### config.mk
export PLATFORM = sky130hd
export DESIGN_NAME = next_permutation_string
export DESIGN_NICKNAME = d
export VERILOG_FILES = /design/src/hdl/npstr_pkg.sv /design/src/hdl/npstr_dpath.sv /design/src/hdl/npstr_ctrl.sv /design/src/hdl/next_permutation_string.sv
export SDC_FILE = /design/constraint.sdc
export NUM_CORES = 1
export LEC_CHECK = 0
export BUFFER_PORTS_ARGS = -buffer_cell sky130_fd_sc_hd__buf_4
export CORE_ASPECT_RATIO = 1.4
export CORE_UTILIZATION = 45
export CTS_BUF_LIST = sky130_fd_sc_hd__clkbuf_4
export DETAILED_ROUTE_END_ITERATION = 12
export PLACE_DENSITY = 0.6
export SKIP_LAST_GASP = 1
export SLEW_MARGIN = 5
export SYNTH_ARGS = -nofsm -noshare
export SYNTH_HDL_FRONTEND = slang
export SYNTH_SLANG_ARGS = --single-unit
### constraint.sdc
create_clock -name clock -period 5.3 [get_ports clock]
set_input_delay 1.06 -clock clock [delete_from_list [all_inputs] [get_ports clock]]
set_output_delay 1.06 -clock clock [all_outputs]
set_load 0.1 [all_outputs]
### src/hdl/npstr_pkg.sv
// Shared types and constants for the next-permutation word block.
package npstr_pkg;

   localparam int LETTER_W = 5;
   localparam int STATUS_W = 2;

   // Result status codes
   typedef enum logic [STATUS_W-1:0] {
      RSP_LETTER = 2'd0,
      RSP_NONE   = 2'd1,
      RSP_LONG   = 2'd2
   } rsp_status_type;

   // Source of memory write data during the swap and reverse walks
   typedef enum logic [1:0] {
      WR_RD  = 2'd0,
      WR_PIV = 2'd1,
      WR_TMP = 2'd2
   } wr_src_type;

   typedef enum logic [4:0] {
      S_IDLE,
      S_LONG,
      S_NONE,
      S_PV_RD0,
      S_PV_FIRST,
      S_PV_RD,
      S_PV_CMP,
      S_SC_RD,
      S_SC_CMP,
      S_SW2,
      S_RV_CHK,
      S_RV_RDL,
      S_RV_RDH,
      S_RV_WL,
      S_RV_WH,
      S_EM_RD,
      S_EM_OUT
   } npstr_state_type;

   // Controller to datapath
   typedef struct packed {
      logic           load;       // accepted letter beat
      logic           a_init;     // a <= index of the incoming letter
      logic           a_end;      // a <= length - 1
      logic           a_dec;
      logic           a_inc;
      logic           a_clr;
      logic           b_take;     // pivot found: b <= a, piv <= rd
      logic           b_inc;
      logic           prev_load;
      logic           tmp_load;
      logic           rd_en;
      logic           rd_sel_b;
      logic           we;
      logic           wr_sel_b;
      wr_src_type     wr_src;
      logic           emit;
      rsp_status_type emit_status;
      logic           emit_last;
      logic           clear;      // word done: length and overflow back to zero
   } npstr_cmd_type;

   // Datapath to controller
   typedef struct packed {
      logic too_long;
      logic a_zero;
      logic rd_lt_prev;
      logic rd_gt_piv;
      logic b_lt_a;
      logic a_at_end;
   } npstr_sts_type;

endpackage

### src/hdl/npstr_dpath.sv
// Datapath: word store, walk pointers, holding registers and result registers.
module npstr_dpath
   import npstr_pkg::*;
#(
   parameter int MAX_LEN = 64
) (
   input  logic                clock,
   input  logic                reset,
   input  npstr_cmd_type       cmd,
   input  logic [LETTER_W-1:0] req_letter,
   output npstr_sts_type       sts,
   output logic                rsp_strobe,
   output logic [LETTER_W-1:0] rsp_out_letter,
   output logic [STATUS_W-1:0] rsp_status,
   output logic                rsp_out_last
);

   localparam int LEN_W = $clog2(MAX_LEN + 1);
   localparam int IDX_W = $clog2(MAX_LEN);

   logic [LETTER_W-1:0] mem [MAX_LEN];

   logic [LEN_W-1:0]    len_ff, len_in;
   logic                ovf_ff, ovf_in;
   logic [IDX_W-1:0]    a_ff, a_in;
   logic [IDX_W-1:0]    b_ff, b_in;
   logic [LETTER_W-1:0] rd_ff, piv_ff, prev_ff, tmp_ff;
   logic                strobe_ff;
   logic [LETTER_W-1:0] out_letter_ff;
   logic [STATUS_W-1:0] status_ff;
   logic                out_last_ff;

   logic                full;
   logic [LEN_W-1:0]    len_m1;
   logic [IDX_W-1:0]    len_idx, end_idx;
   logic                we;
   logic [IDX_W-1:0]    wr_addr, rd_addr;
   logic [LETTER_W-1:0] wr_data;

   assign full    = (len_ff == LEN_W'(MAX_LEN));
   assign len_m1  = len_ff - LEN_W'(1);
   assign len_idx = len_ff[IDX_W-1:0];
   assign end_idx = len_m1[IDX_W-1:0];

   // single write port shared by loading and the swap / reverse walks
   always_comb begin
      we      = (cmd.load && !full) || cmd.we;
      wr_addr = cmd.load ? len_idx : (cmd.wr_sel_b ? b_ff : a_ff);
      case (cmd.wr_src)
         WR_RD:   wr_data = rd_ff;
         WR_PIV:  wr_data = piv_ff;
         WR_TMP:  wr_data = tmp_ff;
         default: wr_data = rd_ff;
      endcase
      if (cmd.load) begin
         wr_data = req_letter;
      end
      rd_addr = cmd.rd_sel_b ? b_ff : a_ff;
   end

   always_ff @(posedge clock) begin
      if (we) begin
         mem[wr_addr] <= wr_data;
      end
      if (cmd.rd_en) begin
         rd_ff <= mem[rd_addr];
      end
   end

   always_comb begin
      len_in = len_ff;
      ovf_in = ovf_ff;
      if (cmd.clear) begin
         len_in = '0;
         ovf_in = 1'b0;
      end else if (cmd.load) begin
         if (full) begin
            ovf_in = 1'b1;
         end else begin
            len_in = len_ff + LEN_W'(1);
         end
      end

      a_in = a_ff;
      if (cmd.a_init) begin
         a_in = len_idx;
      end else if (cmd.a_end) begin
         a_in = end_idx;
      end else if (cmd.a_dec) begin
         a_in = a_ff - IDX_W'(1);
      end else if (cmd.a_inc) begin
         a_in = a_ff + IDX_W'(1);
      end else if (cmd.a_clr) begin
         a_in = '0;
      end

      b_in = b_ff;
      if (cmd.b_take) begin
         b_in = a_ff;
      end else if (cmd.b_inc) begin
         b_in = b_ff + IDX_W'(1);
      end
   end

   always_ff @(posedge clock) begin
      if (reset) begin
         len_ff    <= '0;
         ovf_ff    <= 1'b0;
         strobe_ff <= 1'b0;
      end else begin
         len_ff    <= len_in;
         ovf_ff    <= ovf_in;
         strobe_ff <= cmd.emit;
      end
   end

   always_ff @(posedge clock) begin
      a_ff <= a_in;
      b_ff <= b_in;
      if (cmd.b_take) begin
         piv_ff <= rd_ff;
      end
      if (cmd.prev_load) begin
         prev_ff <= rd_ff;
      end
      if (cmd.tmp_load) begin
         tmp_ff <= rd_ff;
      end
      if (cmd.emit) begin
         out_letter_ff <= (cmd.emit_status == RSP_LETTER) ? rd_ff : '0;
         status_ff     <= cmd.emit_status;
         out_last_ff   <= cmd.emit_last;
      end
   end

   always_comb begin
      sts.too_long   = ovf_ff || full;
      sts.a_zero     = (a_ff == '0);
      sts.rd_lt_prev = (rd_ff < prev_ff);
      sts.rd_gt_piv  = (rd_ff > piv_ff);
      sts.b_lt_a     = (b_ff < a_ff);
      sts.a_at_end   = (a_ff == end_idx);
   end

   assign rsp_strobe     = strobe_ff;
   assign rsp_out_letter = out_letter_ff;
   assign rsp_status     = status_ff;
   assign rsp_out_last   = out_last_ff;

endmodule

### src/hdl/npstr_ctrl.sv
// Controller: sequences load, pivot scan, successor scan, swap, reverse and emit.
module npstr_ctrl
   import npstr_pkg::*;
(
   input  logic          clock,
   input  logic          reset,
   input  logic          start,
   input  logic          req_last,
   input  npstr_sts_type sts,
   output logic          busy,
   output npstr_cmd_type cmd
);

   npstr_state_type state_ff, state_in;

   always_ff @(posedge clock) begin
      if (reset) begin
         state_ff <= S_IDLE;
      end else begin
         state_ff <= state_in;
      end
   end

   always_comb begin
      state_in        = state_ff;
      cmd             = '0;
      cmd.wr_src      = WR_RD;
      cmd.emit_status = RSP_LETTER;
      busy            = (state_ff != S_IDLE);

      case (state_ff)
         S_IDLE: begin
            if (start) begin
               cmd.load = 1'b1;
               if (req_last) begin
                  if (sts.too_long) begin
                     state_in = S_LONG;
                  end else begin
                     cmd.a_init = 1'b1;
                     state_in   = S_PV_RD0;
                  end
               end
            end
         end
         S_LONG: begin
            cmd.emit        = 1'b1;
            cmd.emit_status = RSP_LONG;
            cmd.emit_last   = 1'b1;
            cmd.clear       = 1'b1;
            state_in        = S_IDLE;
         end
         S_NONE: begin
            cmd.emit        = 1'b1;
            cmd.emit_status = RSP_NONE;
            cmd.emit_last   = 1'b1;
            cmd.clear       = 1'b1;
            state_in        = S_IDLE;
         end
         // pivot scan, right to left
         S_PV_RD0: begin
            cmd.rd_en = 1'b1;
            state_in  = S_PV_FIRST;
         end
         S_PV_FIRST: begin
            cmd.prev_load = 1'b1;
            if (sts.a_zero) begin
               state_in = S_NONE;
            end else begin
               cmd.a_dec = 1'b1;
               state_in  = S_PV_RD;
            end
         end
         S_PV_RD: begin
            cmd.rd_en = 1'b1;
            state_in  = S_PV_CMP;
         end
         S_PV_CMP: begin
            if (sts.rd_lt_prev) begin
               cmd.b_take = 1'b1;
               cmd.a_end  = 1'b1;
               state_in   = S_SC_RD;
            end else begin
               cmd.prev_load = 1'b1;
               if (sts.a_zero) begin
                  state_in = S_NONE;
               end else begin
                  cmd.a_dec = 1'b1;
                  state_in  = S_PV_RD;
               end
            end
         end
         // rightmost letter above the pivot
         S_SC_RD: begin
            cmd.rd_en = 1'b1;
            state_in  = S_SC_CMP;
         end
         S_SC_CMP: begin
            if (sts.rd_gt_piv) begin
               cmd.we       = 1'b1;
               cmd.wr_sel_b = 1'b1;
               cmd.wr_src   = WR_RD;
               state_in     = S_SW2;
            end else begin
               cmd.a_dec = 1'b1;
               state_in  = S_SC_RD;
            end
         end
         S_SW2: begin
            cmd.we     = 1'b1;
            cmd.wr_src = WR_PIV;
            cmd.b_inc  = 1'b1;
            cmd.a_end  = 1'b1;
            state_in   = S_RV_CHK;
         end
         // suffix reversal
         S_RV_CHK: begin
            if (sts.b_lt_a) begin
               state_in = S_RV_RDL;
            end else begin
               cmd.a_clr = 1'b1;
               state_in  = S_EM_RD;
            end
         end
         S_RV_RDL: begin
            cmd.rd_en    = 1'b1;
            cmd.rd_sel_b = 1'b1;
            state_in     = S_RV_RDH;
         end
         S_RV_RDH: begin
            cmd.tmp_load = 1'b1;
            cmd.rd_en    = 1'b1;
            state_in     = S_RV_WL;
         end
         S_RV_WL: begin
            cmd.we       = 1'b1;
            cmd.wr_sel_b = 1'b1;
            cmd.wr_src   = WR_RD;
            state_in     = S_RV_WH;
         end
         S_RV_WH: begin
            cmd.we     = 1'b1;
            cmd.wr_src = WR_TMP;
            cmd.b_inc  = 1'b1;
            cmd.a_dec  = 1'b1;
            state_in   = S_RV_CHK;
         end
         // emit: read in S_EM_RD, present in S_EM_OUT
         S_EM_RD: begin
            cmd.rd_en = 1'b1;
            state_in  = S_EM_OUT;
         end
         S_EM_OUT: begin
            cmd.emit        = 1'b1;
            cmd.emit_status = RSP_LETTER;
            cmd.emit_last   = sts.a_at_end;
            if (sts.a_at_end) begin
               cmd.clear = 1'b1;
               state_in  = S_IDLE;
            end else begin
               cmd.a_inc = 1'b1;
               state_in  = S_EM_RD;
            end
         end
         default: begin
            state_in = S_IDLE;
         end
      endcase
   end

endmodule

### src/hdl/next_permutation_string.sv
// Top level: next lexicographic permutation of a word of letters.
//
//  channel  ports                                       beat taken when
//  -------  ------------------------------------------  ---------------------------
//  request  start, busy, req_letter, req_last           start && !busy at clock edge
//  result   rsp_strobe, rsp_out_letter, rsp_status,     rsp_strobe high (one cycle,
//           rsp_out_last                                receiver cannot stall)
//
// Letter beats load one per cycle into the word store while busy is low.
// The beat carrying req_last starts the end-of-word walks; busy stays high
// until the last result has been issued. All walks share the store's single
// read port and single write port, with registered read data, and run in
// order: pivot scan, successor scan, swap, suffix reversal, emission. An
// over-long or already-last word gives a single result instead. Results
// leave from registers in the cycle after the controller issues them.
// Reset (synchronous, active high) clears the controller, length, overflow
// flag and result strobe; the word store needs no clearing pass.
module next_permutation_string
   import npstr_pkg::*;
#(
   parameter int MAX_LEN = 64
) (
   input  logic                clock,
   input  logic                reset,
   input  logic                start,
   output logic                busy,
   input  logic [LETTER_W-1:0] req_letter,
   input  logic                req_last,
   output logic                rsp_strobe,
   output logic [LETTER_W-1:0] rsp_out_letter,
   output logic [STATUS_W-1:0] rsp_status,
   output logic                rsp_out_last
);

   npstr_cmd_type cmd;
   npstr_sts_type sts;

   // sequencer for the load and the end-of-word walks
   npstr_ctrl u_ctrl (
      .clock    (clock),
      .reset    (reset),
      .start    (start),
      .req_last (req_last),
      .sts      (sts),
      .busy     (busy),
      .cmd      (cmd)
   );

   // word store, pointers and result registers
   npstr_dpath #(
      .MAX_LEN (MAX_LEN)
   ) u_dpath (
      .clock          (clock),
      .reset          (reset),
      .cmd            (cmd),
      .req_letter     (req_letter),
      .sts            (sts),
      .rsp_strobe     (rsp_strobe),
      .rsp_out_letter (rsp_out_letter),
      .rsp_status     (rsp_status),
      .rsp_out_last   (rsp_out_last)
   );

endmodule

==> results.txt <==
top cells by count, synth = edfxtp_1, nand2_1, nor2_1, nand3_1, a21oi_1
Placer Congestion = 0.910
Detail Route Antenna Nets = 0
Die Ht = 229 um
Setup crit end kind = register
Max-Cap Viols = 0
layout cells sized above 1 = 0.140
Bufs on Longest Clock Path = 3
crit path launch type = register
Syn Inst Count = 1374
wire length on met3 = 2320 um
Placement Cell Area = 0.0172 mm2
maximum VDD drop = 0.348 mV
first-pass GRT wire length = 67000 um
Final Critical Period = 4230 ps
dominant cells by area after synthesis = edfxtp_1, nand2_1, mux2i_1
Mapped Area = 0.0166 mm2
CTS Hold Bufs = 0
Avg Inst Size Synth = 12.1 um2
fin crit share = 0.797
H-tree Lvls = 3
Gate power share = 0.229
Synth top area share = 0.652
sw frac = 0.333
Ports = 19
Highest Signal Layer = met4
yosys warns = 0
most frequent cell after synthesis = edfxtp_1
CTS buffer count = 90
Psw = 2.60 mW
clock transition at the registers of the reported paths = 70 ps
Top FF cell, synth = edfxtp_1
sequential power share = 0.472
TNS Setup = 0 ps
Worst-Margin Slew = 1160 ps
power share of the clock group = 0.300
Vias/cell = 5.73
width of the die = 164 um
Synth async-reset ratio = 0
worst relative slew slack = 0.224
vias in the first global route = 11400
CTS tree = built
critical path data arrival time = 4730 ps
max-slew violations = 0
CP peak stage delay = 710 ps
CP Buf/Inv Count = 0
Syn Nets = 1406
die area = 0.0376 mm2
area delta synth->final = 10.4%
postcts setup bufs = 0
Yosys cell types = 69
synthesized flop and latch total = 374
power per cell area = 428 mW/mm2
final instance area = 0.0183 mm2
Initial Utilization = 0.460
initial antenna violation count = 1
Clock Root Buffer = clkbuf_4
total gr overflow = 0
Total Power = 7.83 mW
Finish-stage setup viols = 0
kind of critical path = register to register
port bufs = 18
clock skew = 87.9 ps
CP cell instances = nor2b_1 -> nand2_1 -> a31oi_2 -> nand2b_1 -> a31oi_1 -> nand4_1 -> nand4_1 -> or4_1
RSZ-0062 raised after global routing = false
met2 WL post-DR = 22500 um
critical path peak fanout = 14
CP delay by family, top = simple AND/OR/NAND/NOR gates
Worst-Skew Late Latency = 840 ps
Overall Global Routing Usage = 0.241
1st-pass router iterations = 6
Power Internal = 5.23 mW
nets@finish = 1463
post-cts resize count = 0
LEAKAGE = 6.40 nW
CP most frequent cell = nand4_1
largest net degree at the start of global routing = 72
biggest area consumer among synthesized cells = edfxtp_1
WL final = 44200 um
Rows = 82
DRC = 0
1st-iter DRT viols = 1224
vias = 11200
Post-synth EDFFs = 360
Core Box Area = 0.0360 mm2
Hold Fails Final Rpt = 0
Post-Route M1 WL = 17300 um
status = finished clean
Routed wire per std cell = 22.6 um
worst hold-check path type = primary input to register
Worst path slowest cell = nor2b_1
half-perimeter wire length after placement = 28800 um
Clock Sinks = 374
fmax = 0.237 GHz
Seq/Total Area, Yosys = 0.669
Critical Path RT = 5800 ps
-- through the flow --
step	util	instances	hold WS [ps]	setup WS, ps
after floorplan	-	1374	438	418
after global placement	0.477	1801	461	1250
after detailed placement	0.477	1801	473	1210
after CTS	0.508	1957	403	1140
after global routing	0.509	1959	434	870
final	0.509	1959	451	1070
-- worst reg2reg max path, stage by stage, from the launching register on --
cell,delay [ps]
dfxtp_1,600
nor2b_1,710
nand2_1,450
a31oi_2,710
nand2b_1,390
a31oi_1,70
nand4_1,220
nand4_1,270
or4_1,480
-- path summary, 6_finish.rpt --
check | from | to | slack [ps] | cells past startpoint
max | u_ctrl.state_ff[1] | u_dpath.rd_ff[2] | 1070 | 8
min | reset | u_dpath.rsp_strobe | 450 | 2
max reg2reg | u_ctrl.state_ff[1] | u_dpath.rd_ff[2] | 1070 | 8
min reg2reg | u_dpath.ovf_ff | u_dpath.ovf_ff | 490 | 2
-- power by group through the flow --
stage | clock [mW] | sequential [mW] | combinational (mW)
after global placement | 0 | 3.75 | 1.78
after floorplan | 0 | 3.95 | 1.00
after detailed placement | 0 | 3.76 | 1.79
after CTS | 2.41 | 3.69 | 1.80
after global routing | 2.54 | 3.71 | 1.92
final | 2.35 | 3.69 | 1.79
-- placed cells by master, fill, tap and decap left out, types with 8 or more instances in the layout --
| master | instances |
|---|---|
| nor3_1 | 35 |
| inv_1 | 27 |
| ha_1 | 23 |
| nor4_1 | 9 |
| edfxtp_1 | 360 |
| nand3_1 | 93 |
| a221oi_1 | 14 |
| buf_4 | 40 |
| and3_1 | 11 |
| nand2b_1 | 10 |
| xnor2_1 | 21 |
| o21ai_0 | 29 |
| nor2_1 | 110 |
| nand2_1 | 259 |
| mux2i_1 | 52 |
| clkbuf_4 | 135 |
| a21oi_1 | 62 |
| nor2b_1 | 8 |
| dfxtp_1 | 14 |
| clkinv_1 | 17 |
| a31oi_1 | 27 |
| nand4_1 | 31 |
-- registers in the layout (all words and copies together) (netlist names), 5 cells and up --
name / count
u_dpath.len_ff: 7
u_dpath.tmp_ff: 5
u_dpath.prev_ff: 5
u_dpath.rd_ff: 5
u_dpath.piv_ff: 5
u_dpath.rsp_out_letter: 5
u_dpath.b_ff: 6
u_dpath.a_ff: 6
u_dpath.mem: 320
u_ctrl.state_ff: 5
-- layer usage --
metal | GRT usage | up-vias
met3 | 0.0346 | 93
met2 | 0.413 | 433
met4 | 0.144 | 0
met1 | 0.285 | 5439
met5 | 0 | -
li1 | - | 5251
-- layout make-up --
cell class              count  area, um2
diodes                      2       5.00
clock buffers             135       1010
clock inverters            21        109
fillers                  3209      17700
inverters                  28        105
multi-input cells         897       5110
flip-flops and latches    374      11100
well taps                 462        578
repair buffers             40        300
-- cells by family after synthesis --
group,after synthesis,share of synthesized area
flops,374,0.669
fa+ha+maj,23,0.0174
xor+xnor,27,0.0143
simple gates,594,0.161
compound gates,199,0.0779
buf+inv,103,0.0281
mux,54,0.0327
No activity file was read; power rests on OpenSTA's default activity.
